### src/rtl/ipv6c_pkg.sv
// ipv6c_pkg: shared types and constants for the ipv6 address text compressor
// holds the input/result payload structs and the group unit status struct
// no dependencies
package ipv6c_pkg;

  localparam int unsigned NumGroups = 8;

  // ascii codes
  localparam logic [6:0] CharColon = 7'h3A;
  localparam logic [6:0] CharZero  = 7'h30;
  localparam logic [6:0] CharAlpha = 7'h57;  // 'a' minus ten

  typedef struct packed {
    logic [63:0] addr_high;
    logic [63:0] addr_low;
  } in_t;

  typedef struct packed {
    logic [6:0] text_char;
    logic       last_char;
  } out_t;

  // status of the currently selected group
  typedef struct packed {
    logic       zero;       // whole group is zero
    logic [1:0] pos;        // nibble index that was turned into text_char
    logic [6:0] text_char;  // hex digit of that nibble
  } grp_info_t;

  // lowercase hex digit of one nibble
  function automatic logic [6:0] hex_char(logic [3:0] nib);
    logic [6:0] res;
    if (nib < 4'd10) begin
      res = CharZero + {3'b000, nib};
    end else begin
      res = CharAlpha + {3'b000, nib};
    end
    return res;
  endfunction

endpackage

### src/rtl/ipv6c_group_unit.sv
// ipv6c_group_unit: shared group select, zero compare and hex digit unit
// picks one 16-bit group of the address and one of its nibbles per cycle
// depends on ipv6c_pkg
module ipv6c_group_unit (
  input  ipv6c_pkg::in_t       addr_i,
  input  logic [2:0]           grp_idx_i,
  input  logic [1:0]           dig_idx_i,
  input  logic                 lead_sel_i,
  output ipv6c_pkg::grp_info_t info_o
);

  logic [63:0] word;
  logic [15:0] grp_v;
  logic [1:0]  lead;
  logic [1:0]  pos;
  logic [3:0]  nib;

  // group select: group 0 is the top of the high half
  assign word = grp_idx_i[2] ? addr_i.addr_low : addr_i.addr_high;

  always_comb begin
    case (grp_idx_i[1:0])
      2'd0:    grp_v = word[63:48];
      2'd1:    grp_v = word[47:32];
      2'd2:    grp_v = word[31:16];
      default: grp_v = word[15:0];
    endcase
  end

  // first significant nibble, the last one when the group is zero
  always_comb begin
    if (grp_v[15:12] != 4'd0) begin
      lead = 2'd3;
    end else if (grp_v[11:8] != 4'd0) begin
      lead = 2'd2;
    end else if (grp_v[7:4] != 4'd0) begin
      lead = 2'd1;
    end else begin
      lead = 2'd0;
    end
  end

  assign pos = lead_sel_i ? lead : dig_idx_i;

  always_comb begin
    case (pos)
      2'd3:    nib = grp_v[15:12];
      2'd2:    nib = grp_v[11:8];
      2'd1:    nib = grp_v[7:4];
      default: nib = grp_v[3:0];
    endcase
  end

  assign info_o.zero      = (grp_v == 16'd0);
  assign info_o.pos       = pos;
  assign info_o.text_char = ipv6c_pkg::hex_char(nib);

endmodule

### src/rtl/ipv6_address_text_compressor.sv
// ipv6_address_text_compressor: rfc 5952 shortened text of one ipv6 address
// the first character follows the scan pass over the groups and the output register,
// then one character per cycle, 2 to 39 characters in all
// a new address is taken only once the scan pass and the character loop through the one
// shared group unit are done; busy is high meanwhile, receiver cannot stall
// reset: asynchronous active-low rst_ni returns the sequencer to idle
module ipv6_address_text_compressor (
  input  logic                clk_i,
  input  logic                rst_ni,
  input  logic                start,
  input  ipv6c_pkg::in_t      addr_i,
  output logic                busy,
  output logic                result_valid_o,
  output ipv6c_pkg::out_t     result_o
);

  typedef enum logic [1:0] {
    StIdle,
    StScan,
    StEmit
  } state_e;

  state_e               state_q, state_d;
  ipv6c_pkg::in_t       addr_q;
  logic [2:0]           grp_q, grp_d;
  logic [1:0]           dig_q, dig_d;
  logic [1:0]           col_q, col_d;
  logic                 run_q, run_d;
  logic                 first_q, first_d;
  logic [2:0]           run_start_q, run_start_d;
  logic [3:0]           run_len_q, run_len_d;
  logic [2:0]           best_start_q, best_start_d;
  logic [3:0]           best_len_q, best_len_d;
  logic                 valid_d;
  ipv6c_pkg::out_t      res_q, res_d;
  ipv6c_pkg::grp_info_t info;

  logic [3:0]           tgt;
  logic                 tgt_after_run;
  logic                 do_enter;
  logic [3:0]           run_end;
  logic [3:0]           len_inc;
  logic [2:0]           rs_cur;

  // shared group unit
  ipv6c_group_unit u_grp (
    .addr_i     (addr_q),
    .grp_idx_i  (grp_q),
    .dig_idx_i  (dig_q),
    .lead_sel_i (first_q),
    .info_o     (info)
  );

  assign busy = (state_q != StIdle);

  // sequencer next-state logic
  always_comb begin
    state_d      = state_q;
    grp_d        = grp_q;
    dig_d        = dig_q;
    col_d        = col_q;
    run_d        = run_q;
    first_d      = first_q;
    run_start_d  = run_start_q;
    run_len_d    = run_len_q;
    best_start_d = best_start_q;
    best_len_d   = best_len_q;
    valid_d      = 1'b0;
    res_d        = res_q;
    tgt          = 4'd0;
    tgt_after_run = 1'b0;
    do_enter     = 1'b0;
    len_inc      = run_len_q + 4'd1;
    rs_cur       = (run_len_q == 4'd0) ? grp_q : run_start_q;
    run_end      = {1'b0, best_start_q} + best_len_q;

    case (state_q)
      StIdle: begin
        if (start) begin
          state_d      = StScan;
          grp_d        = 3'd0;
          run_start_d  = 3'd0;
          run_len_d    = 4'd0;
          best_start_d = 3'd0;
          best_len_d   = 4'd0;
        end
      end

      // one group per cycle: track the first longest zero run
      StScan: begin
        if (info.zero) begin
          run_len_d   = len_inc;
          run_start_d = rs_cur;
          if (len_inc > best_len_q) begin
            best_len_d   = len_inc;
            best_start_d = rs_cur;
          end
        end else begin
          run_len_d = 4'd0;
        end
        if (grp_q == 3'(ipv6c_pkg::NumGroups - 1)) begin
          state_d  = StEmit;
          tgt      = 4'd0;
          do_enter = 1'b1;
        end else begin
          grp_d = grp_q + 3'd1;
        end
      end

      // one character per cycle
      StEmit: begin
        valid_d = 1'b1;
        res_d.last_char = 1'b0;
        if (col_q != 2'd0) begin
          res_d.text_char = ipv6c_pkg::CharColon;
          if (col_q == 2'd1 && run_q) begin
            if (run_end == 4'(ipv6c_pkg::NumGroups)) begin
              res_d.last_char = 1'b1;
              state_d = StIdle;
            end else begin
              tgt           = run_end;
              tgt_after_run = 1'b1;
              do_enter      = 1'b1;
            end
          end else begin
            col_d = col_q - 2'd1;
          end
        end else begin
          res_d.text_char = info.text_char;
          first_d = 1'b0;
          if (info.pos == 2'd0) begin
            if (grp_q == 3'(ipv6c_pkg::NumGroups - 1)) begin
              res_d.last_char = 1'b1;
              state_d = StIdle;
            end else begin
              tgt      = {1'b0, grp_q} + 4'd1;
              do_enter = 1'b1;
            end
          end else begin
            dig_d = info.pos - 2'd1;
          end
        end
      end

      default: begin
        state_d = StIdle;
      end
    endcase

    // set up the next group: either the compressed run or a plain group
    if (do_enter) begin
      grp_d   = tgt[2:0];
      first_d = 1'b1;
      dig_d   = 2'd0;
      if (best_len_d >= 4'd2 && tgt[2:0] == best_start_d) begin
        col_d = 2'd2;
        run_d = 1'b1;
      end else begin
        col_d = (tgt != 4'd0 && !tgt_after_run) ? 2'd1 : 2'd0;
        run_d = 1'b0;
      end
    end
  end

  // state and registered outputs
  always_ff @(posedge clk_i or negedge rst_ni) begin
    if (!rst_ni) begin
      state_q        <= StIdle;
      grp_q          <= 3'd0;
      dig_q          <= 2'd0;
      col_q          <= 2'd0;
      run_q          <= 1'b0;
      first_q        <= 1'b0;
      run_start_q    <= 3'd0;
      run_len_q      <= 4'd0;
      best_start_q   <= 3'd0;
      best_len_q     <= 4'd0;
      result_valid_o <= 1'b0;
      res_q          <= '0;
    end else begin
      state_q        <= state_d;
      grp_q          <= grp_d;
      dig_q          <= dig_d;
      col_q          <= col_d;
      run_q          <= run_d;
      first_q        <= first_d;
      run_start_q    <= run_start_d;
      run_len_q      <= run_len_d;
      best_start_q   <= best_start_d;
      best_len_q     <= best_len_d;
      result_valid_o <= valid_d;
      res_q          <= res_d;
    end
  end

  // input payload capture on transfer
  always_ff @(posedge clk_i) begin
    if (start && !busy) begin
      addr_q <= addr_i;
    end
  end

  assign result_o = res_q;

`ifndef SYNTHESIS
  // the final character ends the burst
  a_last_ends: assert property (@(posedge clk_i) disable iff (!rst_ni)
    result_valid_o && result_o.last_char |=> !result_valid_o)
    else $error("strobe after final character");

  // no character without work in progress
  a_idle_quiet: assert property (@(posedge clk_i) disable iff (!rst_ni)
    !busy |=> !result_valid_o)
    else $error("character strobe while idle");

  // a double colon only comes from the compressed run
  a_dbl_run: assert property (@(posedge clk_i) disable iff (!rst_ni)
    col_q == 2'd2 |-> run_q && best_len_q >= 4'd2)
    else $error("double colon without a zero run");

  // the longest zero run, compressed when at least two groups long, ends inside the address
  a_run_fits: assert property (@(posedge clk_i) disable iff (!rst_ni)
    state_q == StEmit |-> run_end <= 4'(ipv6c_pkg::NumGroups))
    else $error("zero run beyond the last group");
`endif

endmodule
### config.mk
export PLATFORM = sky130hd
export DESIGN_NAME = ipv6_address_text_compressor
export DESIGN_NICKNAME = d
export VERILOG_FILES = /design/src/rtl/ipv6c_pkg.sv /design/src/rtl/ipv6c_group_unit.sv /design/src/rtl/ipv6_address_text_compressor.sv
export SDC_FILE = /design/constraint.sdc
export NUM_CORES = 1
export LEC_CHECK = 0
export ABC_AREA = 0
export BUFFER_PORTS_ARGS = -buffer_cell sky130_fd_sc_hd__buf_2
export CAP_MARGIN = 25
export CORE_ASPECT_RATIO = 1.2
export CORE_MARGIN = 2
export CORE_UTILIZATION = 45
export CTS_CLUSTER_DIAMETER = 40
export CTS_CLUSTER_SIZE = 24
export DETAILED_ROUTE_END_ITERATION = 12
export HOLD_SLACK_MARGIN = 0.05
export PLACE_DENSITY = 0.67
export RECOVER_POWER = 25
export SLEW_MARGIN = 20
export SYNTH_ARGS = -nofsm -noshare
export SYNTH_HDL_FRONTEND = slang
export SYNTH_SLANG_ARGS = --single-unit
### constraint.sdc
create_clock -name clk_i -period 8.4 [get_ports clk_i]
set_clock_uncertainty 0.1 [all_clocks]
set_input_delay 2.1 -clock clk_i [delete_from_list [all_inputs] [get_ports clk_i]]
set_output_delay 2.1 -clock clk_i [all_outputs]
set_load 0.1 [all_outputs]
==> summary.txt, run 1 <==
Run status
  • Status: finished clean

Pwr
  • P_int: 1.83 mW
  • Pwr dens: 327 nW/um2
  • Combinational power share: 0.350
  • Net Sw Power: roughly 1.1 mW
  • Peak VDD IR: between 150 and 200 uV
  • Leakage power: 3.40 nW
  • Seq pwr share: 0.392
  • Clock power share: 0.258
  • Switching part of the total: 0.371

Synthesis
  • Post-Synth Adder-Cell Area: 0.0448
  • Distinct cells, synth: 57
  • Synthesized Nets: about 720
  • Synthesized area per cell: 13.3 um2
  • Number of enable flip-flop cells after synthesis: 128
  • Mapped Area: 7440 um2
  • Warnings, synthesis: 0
  • Post-Synth Simple-Gate Area: 0.0885
  • Synth cell count leaders: edfxtp_1, nand2_1, a22oi_1
  • Mux share of post-synthesis cell area: 0.0320
  • Register area share after synthesis: 0.631
  • Post-synth ARST share: 0.210
  • Synth Area in XOR/XNOR: 0.00824
  • Top_reg_cell synth: edfxtp_1
  • #FFs+latches synth: between 150 and 200
  • Compound-Gate Fraction of Synth Area: 0.164
  • Yosys top cell area share: 0.517
  • Most area-hungry cell type in the Yosys netlist: edfxtp_1
  • Most common cell in the netlist: edfxtp_1
  • Top post-synthesis cells by area: edfxtp_1, dfrtp_1, ha_1, nand2_1, a22oi_1
  • Largest family of logic cells by synthesized area: compound AO/OA/AOI/OAI gates
  • Post-Synthesis Cells: 561

Worst setup path
  • Reg2reg end: col_q[0]
  • Worst setup EP type: flop
  • Top delay family on crit path: compound AO/OA/AOI/OAI gates
  • Crit Path Category: flop to flop
  • Critical-path cell list: inv_1 > ha_1 > buf_4 > a22oi_1 > a32oi_1 > a22oi_2 > and4_1 > nand2_1 > o21ai_0 > ha_1 > nand2b_1 > nor3b_1 > o21ai_0 > inv_1 > or4_1 > a2111o_1 > o31a_1
  • Reg2reg start: grp_q[0]
  • R2R cell count: 17
  • Buffers plus inverters on the worst setup path: 3
  • Worst setup SP type: flop
  • CP max stage cell: ha_1
  • Crit path from: grp_q[0]
  • Crit path max fanout: 19
  • Reg2reg setup slack: around 3.4 ns
  • Longest individual stage delay on the worst path: 0.56 ns
  • Crit path arrival time: 5.21 ns
  • CP Data Required Time: 8.61 ns

Final layout
  • Nets: 858
  • Fillers: 1,404
  • Footprint of the multi-input gates: 2510 um2
  • Synth-to-Final Area Change: 19.4%
  • Layout cells sized above 1: 0.280
  • FF/Latch Area: 4700 um2
  • Final core occ: 0.548

CTS
  • # resized after CTS: 0
  • CTS max path bufs: 2
  • TritonCTS buffer count: 17
  • # hold bufs at CTS: 0
  • Worst-skew pair later-pin latency: 0.43 ns
  • Clock net sink count: ~160
  • CTS tree: yes
  • Clk slew on worst S/H paths: 0.06 ns
  • Htree depth: 4
  • Root Driver: clkbuf_16
  • Setup repair bufs after CTS: 0

Routing
  • Initial drt markers: just under 400
  • Drt pass-1 iters: 8
  • DR vias: 5,180
  • M1 WL: around 7000 um
  • Metal3 WL: 940 um
  • Post-Route WL: between 15,000 and 20,000 um
  • Post-DRT Antenna Nets: 0
  • Avg WL per Cell: 19.5 um
  • Via density: roughly 5.6
  • Highest metal used: met4
  • Drc violations: 0
  • Met2 wire len: 9550 um

STA
  • Rel. slew slack: 0.392
  • Final Hold Fails: 0
  • Slew Limit Fails: 0
  • Post-layout min period: 5.00 ns
  • Total negative slack: 0 ns
  • # setup viols final: 0
  • Crit share post-route: 0.596
  • Peak Freq: 200 MHz
  • Unrepaired setup endpoints after global routing: no
  • Worst-Margin Slew: between 0.9 and 1 ns

Hold path
  • Min-Delay Path Depth: 1
  • Hold worst-path end: result_o[6]
  • HP Start: result_o[6]
  • Hold WC Path Type: flop to flop

Die
  • Ports: 141
  • Core box area: approximately 16,000 um2
  • Die H: 145 um
  • Row count: 51
  • Initial Util: 0.459
  • Die W: between 100 and 150 um
  • Die area: 17,600 um2

Global route
  • First-pass GRT wire length: 28,300 um
  • Vias in the first global route: 5,433
  • Antenna violations before repair: 1
  • Grt ovf: 0
  • Maximum number of pins on one net before global-route repair: 90
  • Tot GR Track Use: 0.215

Placement
  • Placer Congestion: 0.939
  • Port bufs: 140
  • DP HPWL: 13,200 um

Flow run
  • Max-cap viol count: 0
==> worst max-delay path by stage <==
stage          depth (start not counted)        end  slack, ns
2_1_floorplan                          1  addr_q[0]       2.76
3_3_place_gp                          16   col_q[0]       3.61
3_5_place_dp                          16   col_q[0]       3.35
4_1_cts                               16   col_q[0]       3.37
5_1_grt                               17   col_q[0]       3.02
6_report                              17   col_q[0]       3.40
==> power groups by stage <==
stage | combinational (mW) | clock, mW | sequential, mW
after floorplan | 0.680 | 0 | 1.23
after global placement | 0.972 | 0 | 1.16
after detailed placement | 1.00 | 0 | 1.16
after CTS | 1.01 | 0.763 | 1.14
after global routing | 1.12 | 0.796 | 1.15
final | 1.02 | 0.751 | 1.14
==> cell families (layout without fill, tap and decap cells) <==
logic type                 count (synthesis)  after routing
AOI/OAI and AO/OA                        157            157
other                                      0              1
muxes                                     23             23
buffers and inverters                     45            198
DFF                                      162            162
xor gates and xnor gates                   7              7
adders and majority gates                 26             26
and+or+nand+nor                          141            141
==> cell type report <==
class,count,area share
well taps,212,0.0299
diodes,1,0.000282
clock buffers,19,0.0488
inverters,20,0.00846
multi-input cells,354,0.283
flip-flops and latches,162,0.529
repair buffers,146,0.0854
clock inverters,13,0.0154
==> placed cells by master (no fill, tap or decap), types with 3 or more instances in the layout <==
master     netlist  final
buf_2           10    140
edfxtp_1       128    128
nand2_1         71     71
a22oi_1         35     35
dfrtp_1         34     33
o21ai_0         27     26
ha_1            25     24
inv_1           20     20
nand3_1         20     20
mux2i_1         17     17
clkbuf_16        0     17
a211oi_1        16     16
nor2_1          16     16
a21oi_1         13     13
a32oi_2          9      9
a32oi_1          7      7
a22o_1           7      7
mux2_2           6      6
o31ai_1          6      6
nor2b_1          5      5
a31oi_1          5      5
a22oi_2          5      5
buf_4            2      5
nand4_1          4      4
xnor2_1          4      4
clkinv_1         0      4
a41oi_1          3      3
o21a_1           3      3
nor3_1           3      3
nand2b_1         3      3
a21o_1           3      3
nor3b_1          3      3
nor4_1           3      3
xor2_1           3      3
clkinv_4         0      3
==> sequential cells by signal (all words and copies together), names as in the netlist, 2 cells and up <==
register and count:
best_start_q 3, best_len_q 4, run_start_q 3, addr_q 128, grp_q 3, col_q 2
result_o 8, state_q 2, run_len_q 4, dig_q 2
==> per-layer routing <==
metal	vias to the layer above	GRT usage
met3	32	0.0490
met4	0	0.103
met5	-	0
li1	2456	-
met2	176	0.377
met1	2516	0.249
==> metrics by stage <==
stage	cells	power [mW]	setup WS, ns	cell area, um2	hold slack, ns
final	927	2.91	3.40	8880	0.376
after CTS	925	2.92	3.37	8850	0.383
after global routing	927	3.07	3.02	8880	0.405
after floorplan	561	1.91	2.76	7440	0.376
after global placement	893	2.13	3.61	8280	0.357
after detailed placement	893	2.16	3.35	8280	0.367
No activity file was read; power rests on OpenSTA's default activity.
==> inputs of run 2 (changes only) <==
--- a/config.mk
+++ b/config.mk
@@ -5,7 +5,7 @@
 export SDC_FILE = /design/constraint.sdc
 export NUM_CORES = 1
 export LEC_CHECK = 0
-export ABC_AREA = 0
+export ABC_AREA = 1
 export BUFFER_PORTS_ARGS = -buffer_cell sky130_fd_sc_hd__buf_2
 export CAP_MARGIN = 25
 export CORE_ASPECT_RATIO = 1.2
@@ -15,7 +15,7 @@
 export CTS_CLUSTER_SIZE = 24
 export DETAILED_ROUTE_END_ITERATION = 12
 export HOLD_SLACK_MARGIN = 0.05
-export PLACE_DENSITY = 0.67
+export PLACE_DENSITY = 0.7
 export RECOVER_POWER = 25
 export SLEW_MARGIN = 20
 export SYNTH_ARGS = -nofsm -noshare
==> constraint.sdc (replaced) <==
create_clock -name clk_i -period 4.2 [get_ports clk_i]
set_clock_uncertainty 0.1 [all_clocks]
set_input_delay 1.05 -clock clk_i [delete_from_list [all_inputs] [get_ports clk_i]]
set_output_delay 1.05 -clock clk_i [all_outputs]
set_load 0.1 [all_outputs]
==> summary.txt, run 2 <==
Final layout
  • Layout cells sized above 1: 0.229
  • Most frequent cells in the layout: nand2_1, buf_2, edfxtp_1
  • Largest reg by FF count: addr_q
  • Post-route cell area: 8990 um2
  • Nets: 1,020
  • Synth-to-Final Area Change: 20.8%
  • Leading cell type in the layout, fill and taps excluded: nand2_1
  • Largest register FFs: 128
  • # diodes: 0

Synthesis
  • #FFs+latches synth: 162
  • Most area-hungry cell type in the Yosys netlist: edfxtp_1
  • Register area share after synthesis: 0.631
  • Mapped Area: 7440 um2
  • Warnings, synthesis: 0
  • Post-Synthesis Cells: around 710
  • Yosys top cell area share: 0.517
  • Most common cell in the netlist: nand2_1
  • Top post-synthesis cells by area: edfxtp_1, dfrtp_1, nand2_1, ha_1, inv_1
  • Top_reg_cell synth: edfxtp_1
  • Number of enable flip-flop cells after synthesis: 128
  • Distinct cells, synth: 40
  • Synth cell count leaders: nand2_1, edfxtp_1, inv_1
  • Post-synth ARST share: 0.210
  • Synthesized Nets: 870
  • Synthesized area per cell: 10.4 um2

Worst setup path
  • Worst setup SP type: flop
  • Worst setup EP type: flop
  • Crit path arrival time: 4.07 ns
  • CP Data Required Time: 4.41 ns
  • Crit path max fanout: 32
  • Crit Path Category: flop to flop

Placement
  • DP HPWL: 12,300 um
  • Port bufs: 140
  • Dpl cell area: 8420 um2
  • Placer Congestion: 0.934

Die
  • Die H: 145 um
  • Ports: 141
  • Row count: 51
  • Die W: 121 um
  • Initial Util: 0.459
  • Die area: 17,600 um2
  • Core box area: 16,200 um2

CTS
  • Htree depth: 4
  • Clock net sink count: 162
  • CTS tree: yes
  • Root Driver: clkbuf_16
  • TritonCTS buffer count: 17
  • CTS max path bufs: 2
  • # resized after CTS: 0
  • Clk slew on worst S/H paths: 0.06 ns
  • Worst-skew pair later-pin latency: 0.42 ns
  • # hold bufs at CTS: 0
  • Setup repair bufs after CTS: 0

Pwr
  • Tot Pwr: 6.09 mW
  • Leakage power: 3.99 nW
  • Pwr dens: 677 nW/um2
  • Peak VDD IR: 323 uV

Global route
  • Maximum number of pins on one net before global-route repair: 64
  • Tot GR Track Use: 0.204
  • Antenna violations before repair: 0
  • Vias in the first global route: between 5,000 and 6,000
  • First-pass GRT wire length: 27,000 um
  • Grt ovf: 0

STA
  • Final Hold Fails: 0
  • Post-layout min period: 3.86 ns
  • Worst-Margin Slew: 0.788 ns
  • Rel. slew slack: 0.475
  • Total negative slack: 0 ns
  • Slew Limit Fails: 0
  • # setup viols final: 0
  • Peak Freq: 259 MHz
  • Unrepaired setup endpoints after global routing: no
  • Hold_ws: between 0.3 and 0.4 ns
  • Crit share post-route: 0.919

Routing
  • Via density: 5.15
  • DR vias: between 5,000 and 6,000
  • Post-DRT Antenna Nets: 0
  • Drc violations: 0
  • Post-Route WL: 17,100 um
  • Initial drt markers: 411
  • Drt pass-1 iters: 5
  • Avg WL per Cell: 15.7 um

Hold path
  • Hold WC Path Type: flop to flop

Run status
  • Status: finished clean

Flow run
  • Max-cap viol count: 0
==> run 2: stage by stage <==
step,util,setup slack [ns],instances
after floorplan,-,0.0370,713
after global placement,0.519,0.454,1056
after detailed placement,0.519,0.366,1056
after CTS,0.554,0.313,1087
after global routing,0.555,0.0117,1087
final,0.555,0.341,1087
==> run 2: logic make-up after synthesis <==
logic type	count (synthesis)	synth area share
buffers and inverters	100	0.0552
DFF	162	0.631
xor gates and xnor gates	5	0.00589
AOI/OAI and AO/OA	115	0.0866
adders and majority gates	26	0.0447
and+or+nand+nor	305	0.177
==> run 2: final timing paths <==
path	from	endpoint	slack (ns)	cells after the start
min in group asynchronous	rst_ni	result_valid_o	0.61	1
hold / removal	result_o[6]	result_o[6]	0.37	1
setup / recovery	grp_q[0]	result_o[3]	0.34	23
hold reg to reg	result_o[6]	result_o[6]	0.37	1
setup reg to reg	grp_q[0]	result_o[3]	0.34	23
max in group asynchronous	rst_ni	grp_q[0]	2.83	1
==> run 2: metal layers <==
| metal | share of wire | track usage | vias up |
|---|---|---|---|
| met5 | 0 | 0 | - |
| met4 | 0.026 | 0.0799 | 0 |
| met3 | 0.059 | 0.0408 | 26 |
| met2 | 0.51 | 0.357 | 199 |
| met1 | 0.40 | 0.248 | 2631 |
| li1 | - | - | 2740 |
==> run 2: worst max-delay path: stages (launching register included) <==
cell and delay, ns:
dfrtp_2 0.44, inv_1 0.13, ha_1 0.17, buf_4 0.35, nand2_1 0.10, nand2_1 0.06, inv_1 0.03, nand2_1 0.05
nand3_1 0.11, nand2_1 0.11, nor2_1 0.05, nand2_1 0.17, nor2_8 0.09, o21ai_0 0.29, inv_1 0.14, ha_1 0.23
inv_1 0.18, nor2_1 0.07, a21oi_1 0.26, nand2_2 0.15, a21oi_1 0.19, o21ai_0 0.12, nand3_1 0.09, nand2_1 0.05
==> run 2: power by group <==
part	internal, mW	switching, mW	total (mW)	leakage (nW)
Sequential	2.15	0.132	2.28	1.64
Combinational	0.682	1.67	2.35	2.09
Clock	0.823	0.633	1.46	0.265
Total	3.65	2.44	6.09	3.99
==> run 2: final cells by class <==
cell class / count / area (um2)
Timing Repair Buffer: 151 / 821
Fill cell: 1397 / 7220
Clock buffer: 18 / 429
Tap cell: 212 / 265
Clock inverter: 13 / 128
Sequential cell: 162 / 4700
Multi-Input combinational cell: 451 / 2350
Inverter: 80 / 303
==> inputs of run 3 (changes only) <==
--- a/config.mk
+++ b/config.mk
@@ -5,17 +5,17 @@
 export SDC_FILE = /design/constraint.sdc
 export NUM_CORES = 1
 export LEC_CHECK = 0
-export ABC_AREA = 1
+export ABC_AREA = 0
 export BUFFER_PORTS_ARGS = -buffer_cell sky130_fd_sc_hd__buf_2
 export CAP_MARGIN = 25
 export CORE_ASPECT_RATIO = 1.2
 export CORE_MARGIN = 2
-export CORE_UTILIZATION = 45
+export CORE_UTILIZATION = 29
 export CTS_CLUSTER_DIAMETER = 40
 export CTS_CLUSTER_SIZE = 24
 export DETAILED_ROUTE_END_ITERATION = 12
 export HOLD_SLACK_MARGIN = 0.05
-export PLACE_DENSITY = 0.7
+export PLACE_DENSITY = 0.49
 export RECOVER_POWER = 25
 export SLEW_MARGIN = 20
 export SYNTH_ARGS = -nofsm -noshare
==> constraint.sdc (replaced) <==
create_clock -name clk_i -period 4.2 [get_ports clk_i]
set_clock_uncertainty 0.1 [all_clocks]
set_input_delay 0.63 -clock clk_i [delete_from_list [all_inputs] [get_ports clk_i]]
set_output_delay 0.63 -clock clk_i [all_outputs]
set_load 0.1 [all_outputs]
==> summary.txt, run 3 (same netlist as run 1, synthesis figures left out) <==
Global route
  • Vias in the first global route: 5,731
  • Grt ovf: 0
  • Maximum number of pins on one net before global-route repair: 66
  • First-pass GRT wire length: 31,500 um
  • Tot GR Track Use: 0.153
  • Antenna violations before repair: 0

Pwr
  • Pwr dens: approximately 670 nW/um2
  • Leakage power: around 3.6 nW
  • Peak VDD IR: roughly 320 uV

STA
  • Hold_ws: approximately 0.19 ns
  • Final WS setup: roughly 0.21 ns
  • Peak Freq: 251 MHz
  • Worst-Margin Slew: just under 0.9 ns
  • Final Hold Fails: 0
  • Rel. slew slack: 0.421
  • Unrepaired setup endpoints after global routing: no
  • Crit share post-route: 0.950
  • # setup viols final: 0
  • Post-layout min period: 3.99 ns
  • Slew Limit Fails: 0

Placement
  • Placer Congestion: roughly 0.9
  • DP HPWL: 15,100 um
  • Port bufs: 140
  • Pre-CTS WS: -0.106 ns

Routing
  • Avg WL per Cell: 19.1 um
  • DR vias: 5,332
  • Initial drt markers: roughly 360
  • Drc violations: 0
  • Post-Route WL: about 20,000 um
  • Drt pass-1 iters: 5
  • Post-DRT Antenna Nets: 0
  • Via density: slightly below 5

CTS
  • TritonCTS buffer count: 17
  • Clk slew on worst S/H paths: 0.07 ns
  • Clock net sink count: 162
  • CTS max path bufs: 2
  • Htree depth: 4
  • CTS tree: yes
  • Root Driver: clkbuf_16
  • Worst-skew pair later-pin latency: 0.43 ns

Final layout
  • Fillers: around 2,400
  • Largest register FFs: between 100 and 150
  • Leading cell type in the layout, fill and taps excluded: buf_2
  • Synth-to-Final Area Change: 27.5%
  • Nets: 886
  • Largest reg by FF count: addr_q
  • Most frequent cells in the layout: buf_2, edfxtp_1, nand2_1
  • Layout cells sized above 1: 0.336
  • # diodes: 0
  • Final core occ: 0.373

Run status
  • Status: finished clean

Worst setup path
  • R2R cell count: 16
  • Crit path max fanout: 16
  • Crit path arrival time: roughly 4.2 ns
  • Reg2reg setup slack: 0.21 ns
  • Worst setup EP type: flop
  • CP Data Required Time: 4.41 ns
  • Crit Path Category: flop to flop
  • Reg2reg end: col_q[0]
  • Worst setup SP type: flop
  • Reg2reg start: grp_q[1]

Die
  • Die H: 179 um
  • Die W: 150 um
  • Die area: 26,900 um2
  • Ports: 141
  • Core box area: 25,400 um2
  • Row count: 64
  • Initial Util: 0.293

Flow run
  • Max-cap viol count: 0

Hold path
  • Hold WC Path Type: input port to async pin
-- run 3: changes by cell type in the layout (fill, tap and decap cells not counted), moves of 18 or more --
cell     before  now
nand3_1      51   20
a22oi_1       3   34
nand2_1     186   71
a21oi_1      48   13
buf_4         8   26
nor2_1       39   16
inv_1        74   18
-- run 3: worst max-delay path by stage --
stage,start,endpoint,depth (start not counted)
CTS,grp_q[1],col_q[0],17
global route,grp_q[0],col_q[0],16
floorplan,grp_q[0],col_q[0],17
global placement,grp_q[1],col_q[0],17
detailed placement,grp_q[1],col_q[0],17
finish,grp_q[1],col_q[0],16
-- run 3: final cells by class --
type / instances / area (um2) / share of cell area
Inverter: 20 / 80.1 / 0.00845
Clock buffer: 17 / 425 / 0.0449
Clock inverter: 15 / 184 / 0.0194
Timing Repair Buffer: 174 / 1070 / 0.113
Sequential cell: 162 / 4700 / 0.496
Multi-Input combinational cell: 354 / 2610 / 0.275
Tap cell: 330 / 413 / 0.0436
-- run 3: critical path, cell delays in order (launching register included) --
cell and delay, ns:
dfrtp_2 0.44, buf_4 0.15, ha_4 0.18, buf_12 0.15, a22oi_1 0.21, a32oi_2 0.18
a22oi_2 0.22, a31oi_1 0.14, a21o_1 0.23, ha_1 0.22, nand2b_1 0.14, nor3b_1 0.07
o21ai_1 0.17, inv_1 0.10, or4_1 0.40, a2111o_1 0.46, o31a_1 0.31
-- run 3: timing repair --
item                       CTS  global route
hold buffers                 0             0
pin swaps                    1             4
gates resized for setup      2            21
gates cloned                 0             3
setup endpoints to repair    3             6
setup buffers                5             4
-- run 3: routing by layer --
metal,share of wire,GRT usage
met3,0.040,0.0305
met2,0.52,0.269
met4,0.028,0.0570
met1,0.41,0.184
met5,0,0
-- run 3: power breakdown --
part	leakage, nW	switching (mW)	internal [mW]	total (mW)
Sequential	1.64	0.137	2.13	2.27
Clock	0.300	0.734	0.858	1.59
Combinational	1.67	1.55	0.922	2.47
-- run 3: through the flow --
step           instance area [um2]  std cells  setup TNS [ns]  power, mW
2_1_floorplan                 7440        561               0       3.79
3_3_place_gp                  8610       1028               0       4.49
3_5_place_dp                  8610       1028          -0.139       4.54
4_1_cts                       9260       1065               0       6.18
5_1_grt                       9480       1072               0       6.67
6_report                      9480       1072               0       6.34
